==> src/rtl/ssrg_pkg.sv <==
// ssrg_pkg: shared types, codes and constants of the stepper step-rate generator.
// Used by every module of the block except ssrg_div; depends on nothing.
package ssrg_pkg;

  localparam int unsigned LEVEL_W    = 8;
  localparam int unsigned FREQ_W     = 16;
  localparam int unsigned CLK_W      = 27;
  localparam int unsigned CMP_W      = 16;
  localparam int unsigned CFG_IDX_W  = 3;
  localparam int unsigned IN_DATA_W  = 16;
  localparam int unsigned IN_USER_W  = 2;
  localparam int unsigned OUT_DATA_W = 32;

  localparam int unsigned LEVEL_MIN_RST = 0;
  localparam int unsigned LEVEL_MAX_RST = 100;
  localparam int unsigned FREQ_MIN_RST  = 100;
  localparam int unsigned FREQ_MAX_RST  = 2000;
  localparam int unsigned CPU_CLOCK_RST = 16000000;

  localparam int unsigned DEFAULT_LEVEL_DEF = 50;
  localparam int unsigned PRESCALE_DEF      = 8;

  localparam logic [CFG_IDX_W-1:0] REG_LEVEL_MIN = 3'd0;
  localparam logic [CFG_IDX_W-1:0] REG_LEVEL_MAX = 3'd1;
  localparam logic [CFG_IDX_W-1:0] REG_FREQ_MIN  = 3'd2;
  localparam logic [CFG_IDX_W-1:0] REG_FREQ_MAX  = 3'd3;
  localparam logic [CFG_IDX_W-1:0] REG_CPU_CLOCK = 3'd4;

  typedef enum logic [1:0] {
    CMD_TICK   = 2'd0,
    CMD_LEVEL  = 2'd1,
    CMD_DIR    = 2'd2,
    CMD_ENABLE = 2'd3
  } cmd_e;

  typedef enum logic [2:0] {
    ST_IDLE,
    ST_FREQ_GO,
    ST_FREQ_DIV,
    ST_CMP_GO,
    ST_CMP_DIV,
    ST_DONE
  } ctrl_state_e;

  typedef struct packed {
    logic item_en;
    logic lvl_load;
    logic div_start;
    logic div_cmp;
    logic freq_load;
    logic commit;
  } dp_cmd_t;

  typedef struct packed {
    logic div_done;
  } dp_stat_t;

endpackage

==> src/rtl/ssrg_div.sv <==
// ssrg_div: radix-2 restoring divider, one quotient bit per cycle.
// Depends on nothing but its width parameter.
module ssrg_div #(
  parameter int unsigned DivW = 27
) (
  input  logic            clk_i,
  input  logic            rst_ni,
  input  logic            start_i,
  input  logic [DivW-1:0] dividend_i,
  input  logic [DivW-1:0] divisor_i,
  output logic            done_o,
  output logic [DivW-1:0] quot_o
);

  localparam int unsigned CntW = $clog2(DivW);

  logic            busy_q, busy_d;
  logic            done_q, done_d;
  logic [CntW-1:0] cnt_q, cnt_d;
  logic [DivW-1:0] rem_q, rem_d;
  logic [DivW-1:0] quo_q, quo_d;
  logic [DivW-1:0] dvs_q, dvs_d;
  logic [DivW:0]   shifted;
  logic [DivW:0]   diff;
  logic            ge;

  assign shifted = {rem_q, quo_q[DivW-1]};
  assign diff    = shifted - {1'b0, dvs_q};
  assign ge      = ~diff[DivW];

  always_comb begin
    busy_d = busy_q;
    done_d = 1'b0;
    cnt_d  = cnt_q;
    rem_d  = rem_q;
    quo_d  = quo_q;
    dvs_d  = dvs_q;
    if (start_i) begin
      busy_d = 1'b1;
      cnt_d  = '0;
      rem_d  = '0;
      quo_d  = dividend_i;
      dvs_d  = divisor_i;
    end else if (busy_q) begin
      rem_d = ge ? diff[DivW-1:0] : shifted[DivW-1:0];
      quo_d = {quo_q[DivW-2:0], ge};
      cnt_d = cnt_q + 1'b1;
      if (cnt_q == CntW'(DivW - 1)) begin
        busy_d = 1'b0;
        done_d = 1'b1;
      end
    end
  end

  always_ff @(posedge clk_i or negedge rst_ni) begin
    if (!rst_ni) begin
      busy_q <= 1'b0;
      done_q <= 1'b0;
      cnt_q  <= '0;
    end else begin
      busy_q <= busy_d;
      done_q <= done_d;
      cnt_q  <= cnt_d;
    end
  end

  always_ff @(posedge clk_i) begin
    rem_q <= rem_d;
    quo_q <= quo_d;
    dvs_q <= dvs_d;
  end

  assign done_o = done_q;
  assign quot_o = quo_q;

endmodule

==> src/rtl/ssrg_ctrl.sv <==
// ssrg_ctrl: sequencing state machine and stream handshakes of the generator.
// Depends on ssrg_pkg; drives the datapath through dp_cmd_t.
module ssrg_ctrl (
  input  logic              clk_i,
  input  logic              rst_ni,
  input  logic              s_valid_i,
  input  ssrg_pkg::cmd_e    s_cmd_i,
  output logic              s_ready_o,
  output logic              m_valid_o,
  input  logic              m_ready_i,
  output ssrg_pkg::dp_cmd_t dp_cmd_o,
  input  ssrg_pkg::dp_stat_t dp_stat_i
);
  import ssrg_pkg::*;

  ctrl_state_e state_q, state_d;
  logic        ov_q, ov_d;
  logic        out_free;
  logic        accept;

  assign out_free  = ~ov_q | m_ready_i;
  assign s_ready_o = (state_q == ST_IDLE) & out_free;
  assign accept    = s_ready_o & s_valid_i;
  assign m_valid_o = ov_q;

  // next state
  always_comb begin
    state_d = state_q;
    case (state_q)
      ST_IDLE: begin
        if (accept && s_cmd_i == CMD_LEVEL) state_d = ST_FREQ_GO;
      end
      ST_FREQ_GO:  state_d = ST_FREQ_DIV;
      ST_FREQ_DIV: begin
        if (dp_stat_i.div_done) state_d = ST_CMP_GO;
      end
      ST_CMP_GO:   state_d = ST_CMP_DIV;
      ST_CMP_DIV: begin
        if (dp_stat_i.div_done) state_d = ST_DONE;
      end
      ST_DONE: begin
        if (out_free) state_d = ST_IDLE;
      end
      default:     state_d = ST_IDLE;
    endcase
  end

  // outputs
  always_comb begin
    dp_cmd_o = '0;
    case (state_q)
      ST_IDLE: begin
        dp_cmd_o.item_en  = accept & (s_cmd_i != CMD_LEVEL);
        dp_cmd_o.lvl_load = accept & (s_cmd_i == CMD_LEVEL);
      end
      ST_FREQ_GO:  dp_cmd_o.div_start = 1'b1;
      ST_FREQ_DIV: dp_cmd_o.freq_load = dp_stat_i.div_done;
      ST_CMP_GO: begin
        dp_cmd_o.div_start = 1'b1;
        dp_cmd_o.div_cmp   = 1'b1;
      end
      ST_CMP_DIV:  dp_cmd_o = '0;
      ST_DONE:     dp_cmd_o.commit = out_free;
      default:     dp_cmd_o = '0;
    endcase
    ov_d = (ov_q & ~m_ready_i) | dp_cmd_o.item_en | dp_cmd_o.commit;
  end

  always_ff @(posedge clk_i or negedge rst_ni) begin
    if (!rst_ni) begin
      state_q <= ST_IDLE;
      ov_q    <= 1'b0;
    end else begin
      state_q <= state_d;
      ov_q    <= ov_d;
    end
  end

endmodule

==> src/rtl/ssrg_dp.sv <==
// ssrg_dp: configuration registers, step state, level-to-compare arithmetic.
// Depends on ssrg_pkg and ssrg_div; steered by ssrg_ctrl.
module ssrg_dp #(
  parameter int unsigned DEFAULT_LEVEL = ssrg_pkg::DEFAULT_LEVEL_DEF,
  parameter int unsigned PRESCALE      = ssrg_pkg::PRESCALE_DEF
) (
  input  logic                               clk_i,
  input  logic                               rst_ni,
  input  ssrg_pkg::dp_cmd_t                  cmd_i,
  output ssrg_pkg::dp_stat_t                 stat_o,
  input  ssrg_pkg::cmd_e                     item_cmd_i,
  input  logic [ssrg_pkg::LEVEL_W-1:0]       item_level_i,
  input  logic                               item_flag_i,
  input  logic                               cfg_we_i,
  input  logic [ssrg_pkg::CFG_IDX_W-1:0]     cfg_index_i,
  input  logic [ssrg_pkg::CLK_W-1:0]         cfg_data_i,
  output logic                               step_o,
  output logic                               dir_o,
  output logic                               enable_n_o,
  output logic [ssrg_pkg::CMP_W-1:0]         compare_o,
  output logic [ssrg_pkg::LEVEL_W-1:0]       level_o
);
  import ssrg_pkg::*;

  localparam int unsigned DenW  = 17 + $clog2(PRESCALE);
  localparam int unsigned DivW  = (DenW > CLK_W) ? DenW : CLK_W;
  localparam int unsigned Scale = 2 * PRESCALE;
  localparam int unsigned ProdW = LEVEL_W + FREQ_W;

  // compare value for the default level under the reset register values
  localparam int unsigned RstLvlLo = (DEFAULT_LEVEL < LEVEL_MIN_RST) ? LEVEL_MIN_RST
                                                                     : DEFAULT_LEVEL;
  localparam int unsigned RstLvl   = (RstLvlLo > LEVEL_MAX_RST) ? LEVEL_MAX_RST : RstLvlLo;
  localparam int unsigned RstSteps = (LEVEL_MAX_RST > LEVEL_MIN_RST)
                                     ? (LEVEL_MAX_RST - LEVEL_MIN_RST) : 1;
  localparam int unsigned RstFreq  =
      (LEVEL_MAX_RST <= LEVEL_MIN_RST) ? FREQ_MIN_RST :
      (FREQ_MAX_RST >= FREQ_MIN_RST)
        ? FREQ_MIN_RST + ((RstLvl - LEVEL_MIN_RST) * (FREQ_MAX_RST - FREQ_MIN_RST)) / RstSteps
        : FREQ_MIN_RST - ((RstLvl - LEVEL_MIN_RST) * (FREQ_MIN_RST - FREQ_MAX_RST)) / RstSteps;
  localparam int unsigned RstDen   = Scale * RstFreq;
  localparam int unsigned RstQuot  = (RstDen == 0) ? 0 : CPU_CLOCK_RST / (RstDen + 0);
  localparam int unsigned RstCmp   = (RstQuot == 0) ? 65535 :
                                     ((RstQuot - 1) > 65535) ? 65535 : (RstQuot - 1);

  logic [LEVEL_W-1:0] lmin_q, lmax_q;
  logic [FREQ_W-1:0]  fmin_q, fmax_q;
  logic [CLK_W-1:0]   clk_q;

  logic [CMP_W-1:0]   tick_q, tick_d;
  logic [CMP_W-1:0]   cmp_q, cmp_d;
  logic [LEVEL_W-1:0] lvl_q, lvl_d;
  logic               phase_q, phase_d;
  logic               step_q, step_d;
  logic               fwd_q, fwd_d;
  logic               run_q, run_d;

  logic [LEVEL_W-1:0] nlvl_q;
  logic [ProdW-1:0]   prod_q;
  logic [LEVEL_W-1:0] steps_q;
  logic               guard_q;
  logic               rise_q;
  logic [DenW-1:0]    denom_q;

  logic [LEVEL_W-1:0] lv_lo, lv_c, off;
  logic               rise;
  logic [FREQ_W-1:0]  span;
  logic [FREQ_W-1:0]  scaled;
  logic [FREQ_W-1:0]  freq;
  logic [DivW-1:0]    dividend, divisor, quot, qm1;
  logic [CMP_W-1:0]   cmp_new;
  logic               div_done;

  // level clamp and offset product
  always_comb begin
    lv_lo = (item_level_i < lmin_q) ? lmin_q : item_level_i;
    lv_c  = (lv_lo > lmax_q) ? lmax_q : lv_lo;
    off   = lv_c - lmin_q;
    rise  = fmax_q >= fmin_q;
    span  = rise ? (fmax_q - fmin_q) : (fmin_q - fmax_q);
  end

  always_ff @(posedge clk_i) begin
    if (cmd_i.lvl_load) begin
      nlvl_q  <= lv_c;
      prod_q  <= ProdW'(off) * ProdW'(span);
      steps_q <= lmax_q - lmin_q;
      guard_q <= lmax_q <= lmin_q;
      rise_q  <= rise;
    end
    if (cmd_i.freq_load) begin
      denom_q <= DenW'(freq) * DenW'(Scale);
    end
  end

  assign dividend = cmd_i.div_cmp ? DivW'(clk_q) : DivW'(prod_q);
  assign divisor  = cmd_i.div_cmp ? DivW'(denom_q) : DivW'(steps_q);

  ssrg_div #(
    .DivW(DivW)
  ) u_div (
    .clk_i     (clk_i),
    .rst_ni    (rst_ni),
    .start_i   (cmd_i.div_start),
    .dividend_i(dividend),
    .divisor_i (divisor),
    .done_o    (div_done),
    .quot_o    (quot)
  );

  assign stat_o.div_done = div_done;

  always_comb begin
    scaled = quot[FREQ_W-1:0];
    if (guard_q) begin
      freq = fmin_q;
    end else if (rise_q) begin
      freq = fmin_q + scaled;
    end else begin
      freq = fmin_q - scaled;
    end
    qm1 = quot - 1'b1;
    if (quot == '0 || denom_q == '0) begin
      cmp_new = '1;
    end else if (|qm1[DivW-1:CMP_W]) begin
      cmp_new = '1;
    end else begin
      cmp_new = qm1[CMP_W-1:0];
    end
  end

  // step state update
  always_comb begin
    tick_d  = tick_q;
    cmp_d   = cmp_q;
    lvl_d   = lvl_q;
    phase_d = phase_q;
    step_d  = step_q;
    fwd_d   = fwd_q;
    run_d   = run_q;
    if (cmd_i.item_en) begin
      case (item_cmd_i)
        CMD_TICK: begin
          if (run_q) begin
            if (tick_q == cmp_q) begin
              tick_d  = '0;
              phase_d = ~phase_q;
              step_d  = ~phase_q;
            end else begin
              tick_d = tick_q + 1'b1;
            end
          end
        end
        CMD_DIR:    fwd_d = item_flag_i;
        CMD_ENABLE: begin
          run_d = item_flag_i;
          if (item_flag_i) begin
            tick_d = '0;
          end else begin
            step_d = 1'b0;
          end
        end
        default: tick_d = tick_q;
      endcase
    end
    if (cmd_i.commit) begin
      lvl_d = nlvl_q;
      cmp_d = cmp_new;
      if (tick_q > cmp_new) tick_d = '0;
    end
  end

  always_ff @(posedge clk_i or negedge rst_ni) begin
    if (!rst_ni) begin
      lmin_q  <= LEVEL_W'(LEVEL_MIN_RST);
      lmax_q  <= LEVEL_W'(LEVEL_MAX_RST);
      fmin_q  <= FREQ_W'(FREQ_MIN_RST);
      fmax_q  <= FREQ_W'(FREQ_MAX_RST);
      clk_q   <= CLK_W'(CPU_CLOCK_RST);
      tick_q  <= '0;
      cmp_q   <= CMP_W'(RstCmp);
      lvl_q   <= LEVEL_W'(RstLvl);
      phase_q <= 1'b0;
      step_q  <= 1'b0;
      fwd_q   <= 1'b1;
      run_q   <= 1'b0;
    end else begin
      if (cfg_we_i) begin
        case (cfg_index_i)
          REG_LEVEL_MIN: lmin_q <= cfg_data_i[LEVEL_W-1:0];
          REG_LEVEL_MAX: lmax_q <= cfg_data_i[LEVEL_W-1:0];
          REG_FREQ_MIN:  fmin_q <= cfg_data_i[FREQ_W-1:0];
          REG_FREQ_MAX:  fmax_q <= cfg_data_i[FREQ_W-1:0];
          REG_CPU_CLOCK: clk_q  <= cfg_data_i;
          default:       clk_q  <= clk_q;
        endcase
      end
      tick_q  <= tick_d;
      cmp_q   <= cmp_d;
      lvl_q   <= lvl_d;
      phase_q <= phase_d;
      step_q  <= step_d;
      fwd_q   <= fwd_d;
      run_q   <= run_d;
    end
  end

  assign step_o     = step_q;
  assign dir_o      = fwd_q;
  assign enable_n_o = ~run_q;
  assign compare_o  = cmp_q;
  assign level_o    = lvl_q;

endmodule

==> src/rtl/stepper_step_rate_generator.sv <==
// Stepper step-rate generator: one command beat in, one pin-state beat out. Tick, direction
// and enable commands update the state registers directly and can follow each other every
// cycle while the output side takes its beats. A speed-level command runs two passes of one
// shared radix-2 divider (offset scaling, then clock over step frequency), which is 27 bits
// wide for a prescale up to 1024; no new command is taken before its result beat is issued.
// The result beat stays in the state registers until taken; a new command is taken in the
// cycle the pending beat is taken.
// Depends on ssrg_pkg, ssrg_ctrl, ssrg_dp and ssrg_div.
module stepper_step_rate_generator #(
  parameter int unsigned DEFAULT_LEVEL = ssrg_pkg::DEFAULT_LEVEL_DEF,
  parameter int unsigned PRESCALE      = ssrg_pkg::PRESCALE_DEF
) (
  input  logic                              clk_i,
  input  logic                              rst_ni,
  input  logic                              s_axis_tvalid,
  output logic                              s_axis_tready,
  input  logic [ssrg_pkg::IN_DATA_W-1:0]    s_axis_tdata,  // level[7:0], flag[8]
  input  logic [ssrg_pkg::IN_USER_W-1:0]    s_axis_tuser,  // cmd[1:0]
  output logic                              m_axis_tvalid,
  input  logic                              m_axis_tready,
  output logic [ssrg_pkg::OUT_DATA_W-1:0]   m_axis_tdata,  // step_out[0], dir_out[1],
                                                           // enable_n[2], compare_now[18:3],
                                                           // level_now[26:19]
  input  logic                              cfg_valid_i,
  output logic                              cfg_ready_o,
  input  logic [ssrg_pkg::CFG_IDX_W-1:0]    cfg_index_i,
  input  logic [ssrg_pkg::CLK_W-1:0]        cfg_data_i
);
  import ssrg_pkg::*;

  dp_cmd_t            dp_cmd;
  dp_stat_t           dp_stat;
  cmd_e               item_cmd;
  logic               step_out, dir_out, enable_n;
  logic [CMP_W-1:0]   compare_now;
  logic [LEVEL_W-1:0] level_now;

  assign item_cmd    = cmd_e'(s_axis_tuser);
  assign cfg_ready_o = 1'b1;

  ssrg_ctrl u_ctrl (
    .clk_i    (clk_i),
    .rst_ni   (rst_ni),
    .s_valid_i(s_axis_tvalid),
    .s_cmd_i  (item_cmd),
    .s_ready_o(s_axis_tready),
    .m_valid_o(m_axis_tvalid),
    .m_ready_i(m_axis_tready),
    .dp_cmd_o (dp_cmd),
    .dp_stat_i(dp_stat)
  );

  ssrg_dp #(
    .DEFAULT_LEVEL(DEFAULT_LEVEL),
    .PRESCALE     (PRESCALE)
  ) u_dp (
    .clk_i       (clk_i),
    .rst_ni      (rst_ni),
    .cmd_i       (dp_cmd),
    .stat_o      (dp_stat),
    .item_cmd_i  (item_cmd),
    .item_level_i(s_axis_tdata[LEVEL_W-1:0]),
    .item_flag_i (s_axis_tdata[LEVEL_W]),
    .cfg_we_i    (cfg_valid_i & cfg_ready_o),
    .cfg_index_i (cfg_index_i),
    .cfg_data_i  (cfg_data_i),
    .step_o      (step_out),
    .dir_o       (dir_out),
    .enable_n_o  (enable_n),
    .compare_o   (compare_now),
    .level_o     (level_now)
  );

  assign m_axis_tdata = {5'd0, level_now, compare_now, enable_n, dir_out, step_out};

endmodule

==> config.mk <==
export PLATFORM = sky130hd
export DESIGN_NAME = stepper_step_rate_generator
export DESIGN_NICKNAME = d
export VERILOG_FILES = /design/src/rtl/ssrg_pkg.sv /design/src/rtl/ssrg_div.sv /design/src/rtl/ssrg_ctrl.sv /design/src/rtl/ssrg_dp.sv /design/src/rtl/stepper_step_rate_generator.sv
export SDC_FILE = /design/constraint.sdc
export NUM_CORES = 1
export LEC_CHECK = 0
export ABC_AREA = 1
export CAP_MARGIN = 20
export CORE_MARGIN = 3
export CORE_UTILIZATION = 60
export DETAILED_ROUTE_END_ITERATION = 10
export DONT_BUFFER_PORTS = 1
export PLACE_DENSITY_LB_ADDON = 0.2
export SLEW_MARGIN = 20
export SYNTH_ARGS = -nofsm -noshare
export SYNTH_HDL_FRONTEND = slang
export SYNTH_SLANG_ARGS = --single-unit
==> constraint.sdc <==
create_clock -name clk_i -period 10.1 [get_ports clk_i]
set_input_delay 0 -clock clk_i [delete_from_list [all_inputs] [get_ports clk_i]]
set_output_delay 0 -clock clk_i [all_outputs]
set_load 0.01 [all_outputs]
==> impl_metrics.tcl <==
set metrics [dict create \
    grt_pass1_vias 19300 \
    fin_crit_sh 0.920 \
    viasPerCell 5.63 \
    cpPeakStageDelay_ns 0.55 \
    critPathRequiredTime_ns 10.38 \
    gp_congestion 0.970 \
    area_delta_synth_final_pct 7.72 \
    clkSlewWorstSetupHoldPaths_ns 0.06 \
    reg2reg_depth 37 \
    netlist_area_um2 22200 \
    die_h_um 198 \
    fmax_mhz 108 \
    grt_pass1_wl_mm 99.8 \
    final_common_cell "nand2_1" \
    ant_nets 0 \
    ys.flop_type "edfxtp_1" \
    slew_violations 0 \
    dr_wl_met2_mm 30.2 \
    route.detailed.drc 0 \
    drv_cap 0 \
    start_kind "register" \
    grt_max_degree 131 \
    ctsHoldBuffers 46 \
    clock_skew_ns 0.00979 \
    cts_tree "built" \
    root_buffer "clkbuf_16" \
    final_cell_mix "747 x nand2_1, 481 x inv_1, 326 x nor2_1" \
    die_x_um 198 \
    crit_arrival_ns 9.57 \
    clkLatencyLatePin_ns 0.54 \
    synth.distinct_cells 60 \
    worstMarginPinSlew_ns 1.00 \
    fin_tns_setup_ns 0 \
    htreeDepth 1 \
    syn_area_per_cell_um2 7.43 \
    cp-end-kind "register" \
    portBuffers 0 \
    async_flop_share 0.496 \
    synthCells 2985 \
    setup_viol 0 \
    clockBufferDepth 3 \
    drt_first_pass_iters 6 \
    dp_hpwl_mm 48.3 \
    crit_top_cell "nand2_1" \
    post_cts_resized 0 \
    grt_overflow 0 \
    vias 19600 \
    path_max_fanout 16 \
    synth_seq_area_share 0.315 \
    dr_wl_met3_mm 3.18 \
    grt_use_total 0.317 \
    cts_setup_buffers 0 \
    ios 88 \
    hold_violations 0 \
    first_iter_violations 1252 \
    status "completed" \
    met1Wirelength_mm 25.3 \
    clock-sinks 262 \
    antenna_found_initial 1 \
    fin_nets 3299 \
    wl_per_cell_um 17.9 \
    ys_seq_elements 262 \
    top_layer "met4" \
    yosysWarningCount 0 \
    hold_path_class "in2reg" \
    path_class "reg2reg" \
    core_area_um2 36000 \
    min_period_ns 9.30 \
    wl_mm 62.1 \
    num_rows 69 \
    synth_edf_count 105 \
    die-area_um2 39300 \
    min_path_cells 5 \
    drive_above_1_share 0.0568 \
    start_util 0.616 \
    max_slew_margin 0.330 \
    crit_slowest_cell "fa_1" \
    rsz0062_at_grt "false" \
    cts_buffers 27 \
]
==> layout make-up <==
type                            instances  area, um^2
Timing Repair Buffer                   60         583
Clock buffer                           34         729
Fill cell                            3160       12100
Multi-Input combinational cell       2153       12900
Antenna cell                            1        2.50
Inverter                              488        1830
Clock inverter                         15         216
Tap cell                              461         577
Sequential cell                       262        6990
==> worst paths after layout <==
check | from | to | slack (ns)
worst max-delay path | u_dp.lmin_q[1]$_DFFE_PN0P_ | u_dp.prod_q[21]$_DFFE_PP_ | 0.80
worst min-delay path | s_axis_tuser[0] | u_dp.tick_q[8]$_DFF_PN0_ | 0.02
worst max register to register | u_dp.lmin_q[1]$_DFFE_PN0P_ | u_dp.prod_q[21]$_DFFE_PP_ | 0.80
worst min register to register | u_dp.nlvl_q[7]$_DFFE_PP_ | u_dp.level_o[7]$_DFFE_PN0P_ | 0.45
max in group asynchronous | rst_ni | u_dp.clk_q[19]$_DFFE_PN0P_ | 9.47
min in group asynchronous | rst_ni | u_dp.u_div.busy_q$_DFF_PN0_ | 0.12
==> per-layer routing <==
metal / global-route usage / vias to the layer above
li1: - / 9518
met4: 0.153 / 0
met1: 0.394 / 9266
met5: 0 / -
met3: 0.0284 / 156
met2: 0.556 / 635
==> synth_stat cells, drive strengths merged (3+ instances only) <==
cell type | instances | area, um^2
a21o | 10 | 75.1
dfxtp | 27 | 541
nor4 | 11 | 68.8
xor2 | 59 | 517
edfxtp | 105 | 3150
o211ai | 8 | 65.1
buf | 31 | 226
mux2 | 11 | 124
inv | 486 | 1820
o21a | 4 | 30.0
nand3 | 147 | 746
a31oi | 7 | 43.8
nor2 | 350 | 1420
fa | 90 | 1800
or2 | 10 | 62.6
o21ai | 203 | 1030
nand3b | 6 | 48.8
and2 | 3 | 18.8
nand4 | 50 | 319
nor3 | 34 | 230
ha | 164 | 2050
o22ai | 28 | 175
dfrtp | 99 | 2480
a21oi | 127 | 636
clkbuf | 55 | 206
xnor2 | 45 | 394
o21bai | 6 | 45.0
dfstp | 31 | 815
nand2 | 757 | 2880
==> sequential cells by signal (all words and copies together), names as in the netlist, 20 cells and up <==
| register | flops |
|---|---|
| u_dp.u_div.dvs_q | 20 |
| u_dp.clk_q | 27 |
| u_dp.prod_q | 24 |
| u_dp.u_div.rem_q | 27 |
| u_dp.u_div.quot_o | 27 |
==> worst max-delay path: cells and delay by family (launching register included) <==
kind | cells | cell delay (ns)
fa+ha+maj | 8 | 3.57
simple gates | 14 | 2.80
compound gates | 8 | 1.53
flops | 1 | 0.48
buf+inv | 5 | 0.38
xor+xnor | 2 | 0.27
==> kinds of logic after synthesis <==
kind of cell | after synthesis | share of synthesized area
AOI/OAI and AO/OA | 403 | 0.0982
xor gates and xnor gates | 104 | 0.0411
adders and majority gates | 254 | 0.174
buffers and inverters | 574 | 0.102
DFF | 262 | 0.315
muxes | 13 | 0.00649
other | 2 | 0.000339
and+or+nand+nor | 1373 | 0.263
==> stage by stage <==
step                      worst slack (ns)  cells  hold slack [ns]  cell area, um^2   util
final                                0.805   3474           0.0198            23900  0.663
after global routing                0.0366   3474           0.0416            23900  0.663
after CTS                            0.928   3473          0.00337            23900  0.663
after detailed placement             0.939   3378           -0.280            22400  0.624
after global placement                1.11   3378           -0.281            22400  0.624
after floorplan                       2.18   2989           -0.296            22200      -
Power is not shown: default switching activity piles up to over one toggle a cycle in this logic, so the estimate is an artifact.
